**src/rtl/core/mfap_ram.sv**
```systemverilog
// Generic simple dual-port RAM with registered read.
module mfap_ram #(
    parameter int WIDTH = 8,
    parameter int DEPTH = 64
) (
    input  logic                     aclk,
    input  logic                     we,
    input  logic [$clog2(DEPTH)-1:0] waddr,
    input  logic [WIDTH-1:0]         wdata,
    input  logic [$clog2(DEPTH)-1:0] raddr,
    output logic [WIDTH-1:0]         rdata
);

    logic [WIDTH-1:0] mem [DEPTH];

    always_ff @(posedge aclk) begin
        if (we) begin
            mem[waddr] <= wdata;
        end
        rdata <= mem[raddr];
    end

endmodule

```
**config.mk**
```make
export PLATFORM = sky130hd
export DESIGN_NAME = mfap_ram
export DESIGN_NICKNAME = d
export VERILOG_FILES = /design/src/rtl/core/mfap_ram.sv
export SDC_FILE = /design/constraint.sdc
export NUM_CORES = 1
export LEC_CHECK = 0
export BUFFER_PORTS_ARGS = -buffer_cell sky130_fd_sc_hd__buf_2
export CAP_MARGIN = 20
export CORE_MARGIN = 2
export CORE_UTILIZATION = 40
export DETAILED_ROUTE_END_ITERATION = 8
export GPL_TIMING_DRIVEN = 0
export PLACE_DENSITY = 0.63
export SYNTH_ARGS = -nofsm -noshare
export SYNTH_HDL_FRONTEND = slang
export SYNTH_SLANG_ARGS = --single-unit
```
**constraint.sdc**
```tcl
create_clock -name aclk -period 3.67 [get_ports aclk]
set_clock_uncertainty 0.2 [all_clocks]
set_input_delay 0.734 -clock aclk [delete_from_list [all_inputs] [get_ports aclk]]
set_output_delay 0.734 -clock aclk [all_outputs]
set_load 0.05 [all_outputs]
```
* Word-level counts from Yosys, hierarchy flattened
Memory sizes are Yosys's and may differ from the RTL's. A register that Yosys moved wholly into a read port is not among the register bits.
Index checks and enable logic that the tools add are counted.
** Word-level totals
- RAM bits :: 512
- Input port bits :: 22
- Bits in registers :: 0
- Memories :: 1
- Output and inout port bits :: 8
- Logic and storage cells :: 3
** Memory list
- mem :: depth 64, width 8, rd ports 1, clocked after Yosys merged registers in 1, write ports 1, RTL line 14 : logic [WIDTH-1:0] mem [DEPTH];
** Operators by class
- Muxes and demuxes :: 2
** Operator list (count)
- $mux 1 :: 2

* Longest topological paths before layout
- Depth in word-level cells :: 2
- Gate-level depth with buffers :: 9
- Mapped depth without buffers :: 5

* Least setup slack after synthesis
No wires, ideal clock.
- Path type :: in2reg
- Start :: in raddr[1]
- End :: reg rdata[3], read port of mem
- Path slack :: 1068 ps
- Cell stages on the path :: 7
- Path buffers :: 3
- Library setup time :: 128 ps
- Required time :: 3342 ps
- Arrival :: 2274 ps
- Path through :: buf_4 -> buf_2 -> buf_2 -> mux4_2 -> mux4_2 -> o21ai_1 -> o41ai_1
** RTL lines
- start: declaration :: RTL line 10 : input logic [$clog2(DEPTH)-1:0] raddr,
- end: declaration :: RTL line 11 : output logic [WIDTH-1:0] rdata

==> results by group <==
STA
  – Final setup violation count: 0
  – Hold Vio Cnt, Final: 0
  – Tmin final: 3260 ps
  – Post-Route Setup TNS: 0 ps
  – WHS: ~340 ps
  – Actual slew at the worst max-slew pin: ~1100 ps
  – Pins Over Slew Limit: 0
  – Final worst-path cycle share: 0.889
  – Slew Limit Headroom: 0.269
  – Max Fclk: 0.306 GHz
  – RSZ-0062 raised after global routing: false

Run status
  – Outcome: complete, no violations

Detailed routing
  – Drt wl/cell: 27.4 um
  – DRC Markers: 0
  – Vias per cell: 5.68
  – Routed Antenna Nets: 0
  – Via count: 9834
  – Final wirelength: ~48000 um
  – DR pass1 iterations: 5
  – Iteration-0 DRC Markers: 1260

Job
  – Maxcap violations: 0

Min path
  – Hold Path Origin: wdata[7]
  – Hold Crit Endpoint: mem[54][7]
  – Min-delay worst type: input port to register
  – Hold depth: 1

Cells and area
  – Most common cell after layout, fill and taps aside: edfxtp_1
  – ANT cells: 0
  – Final Core Density: 0.459
  – Finished Layout Cells: 1732
  – Most frequent cells in the layout: edfxtp_1 (512), mux4_2 (126), nor2_1 (83)
  – Layout area overhead: 13.7%
  – Final net count: roughly 1000
  – # fillers: 4148
  – Layout cell share with drive strength beyond 1: 0.255

Global route
  – Overall Global Routing Usage: 0.183
  – Initial antenna violation count: 2
  – Total gr overflow: 0
  – First-pass GRT wire length: between 60000 and 70000 um
  – Number of global-route vias before repair: 9803
  – Largest net degree at the start of global routing: between 60 and 70

Place
  – Dpl hpwl: 30300 um
  – GP Congestion: 0.920
  – Cells after DPL: 1635
  – Buffers on Ports: 21

Synthesis
  – Syn nets: 962
  – Mapped cell area: between 20000 and 25000 um^2
  – Yosys top cell area share: 0.762
  – Number of synthesized flops with an enable pin: ~510
  – Sequential area share after synthesis: 0.770
  – Yosys cell types: 40
  – Biggest area consumer among synthesized cells: edfxtp_1
  – Synth warnings: 0
  – Ranking of synthesized cells by area: edfxtp_1 (76%), mux4_2 (14%), nor2_1 (1.5%)
  – Synth Flop Type: edfxtp_1
  – Synth Instances: 940
  – Async SR Flop Fraction: 0
  – Syn_area_per_cell: 21.5 um^2
  – Register bit total from synthesis: between 500 and 600

Floorplanning
  – Effective utilization at floorplan: 0.404
  – Num rows: 82
  – DIE HEIGHT: roughly 230 um
  – Core area: around 50000 um^2
  – Num ports: 30
  – Die Area: ~52000 um^2
  – DIE WIDTH: approximately 230 um

Setup path
  – Flop-to-flop setup slack: ~1300 ps
  – WS Path Type: input port to register
  – Critical path's largest stage delay: 860 ps
  – CP Max Fanout: 10
  – Slowest cell on the critical path: buf_1
  – Worst EP arrival: 3490 ps
  – Reg2reg end: rdata[6]
  – Crit path cell chain: buf_4 -> buf_2 -> buf_1 -> nand2_1 -> o221ai_1 -> nor2_1 -> nor3_1 -> o32ai_1
  – Reg-to-Reg Start: mem[29][6]
  – R2R depth: 5
  – CP top delay family: buffers and inverters
  – Worst path bufs/invs: 3
  – Required time worst endpoint: 3900 ps
  – CP endpoint kind: register
  – Setup crit start kind: input port

Power
  – Worst IR Drop VDD: 0.000344 V
  – Leak Pwr: 7.10 nW
  – Total power per unit cell area: approximately 540 nW/um^2
  – Pwr Total: 0.0125 W

Clock tree
  – Resize count post-CTS: 0
  – CTS clk-pin slew, worst paths: 60 ps
  – Buffer count from post-CTS setup fixing: 0
  – Clk buf depth: 3
  – TritonCTS clock tree: done
  – Clock Sinks: 520
  – Hold_buf cts: 0
  – Clock root buffer: clkbuf_16
  – Insertion delay to the later sink of the worst-skew pair: 600 ps
  – TritonCTS buffer count: 50
  – H-tree depth: 2
-- registers in the layout, indices dropped and copies added, names as in the netlist --
signal  cells
mem       512
rdata       8
-- metal layers --
layer / track usage / vias up / share of wire
li1: - / 4101 / -
met5: 0 / - / 0.00017
met4: 0.0527 / 2 / 0.027
met3: 0.0412 / 85 / 0.085
met1: 0.262 / 5210 / 0.42
met2: 0.284 / 436 / 0.47
-- kinds of logic after synthesis --
group,share of synthesized area
AO/OA/AOI/OAI,0.0207
buffers and inverters,0.0157
multiplexers,0.159
flip-flops,0.770
AND/OR/NAND/NOR,0.0339
-- through the flow --
step	setup WS [ps]	area [um^2]
6_report	406	22900
5_1_grt	410	22900
4_1_cts	552	22800
3_5_place_dp	-59.9	21100
3_3_place_gp	-28.2	21100
2_1_floorplan	1070	20200
-- synth_stat cells (all sizes together) (8+ instances only) --
library cell and n:
mux2i 23, nor2b 14, clkbuf 17, o22ai 8
mux4 126, nand3 13, dfxtp 8, edfxtp 512
nor2 83, mux2 13, buf 34, nand2 19
o221ai 8
-- area by class of cell --
class | instances | area, um^2 | share of cell area
clock buffers | 61 | 1330 | 0.0582
clock inverters | 28 | 303 | 0.0132
plain buffers | 51 | 317 | 0.0138
multi-input cells | 369 | 4320 | 0.188
flip-flops and latches | 520 | 15500 | 0.678
repair buffers | 31 | 280 | 0.0122
well taps | 672 | 841 | 0.0367
-- worst max-delay path by stage --
stage / startpoint / endpoint / slack, ps / cells after the start
floorplan: raddr[1] / rdata[3] / 1070 / 7
global placement: raddr[2] / rdata[3] / -30 / 7
detailed placement: raddr[1] / rdata[6] / -60 / 8
CTS: raddr[2] / rdata[5] / 550 / 7
global route: raddr[1] / rdata[6] / 410 / 8
finish: raddr[1] / rdata[6] / 410 / 8
-- where the power goes --
group / internal [W] / switching (W)
registers: 0.00657 / 0.0000109
logic: 0.000249 / 0.000459
clock network: 0.00306 / 0.00214
total: 0.00988 / 0.00261
Note: power is estimated with default switching activity, not from simulation.
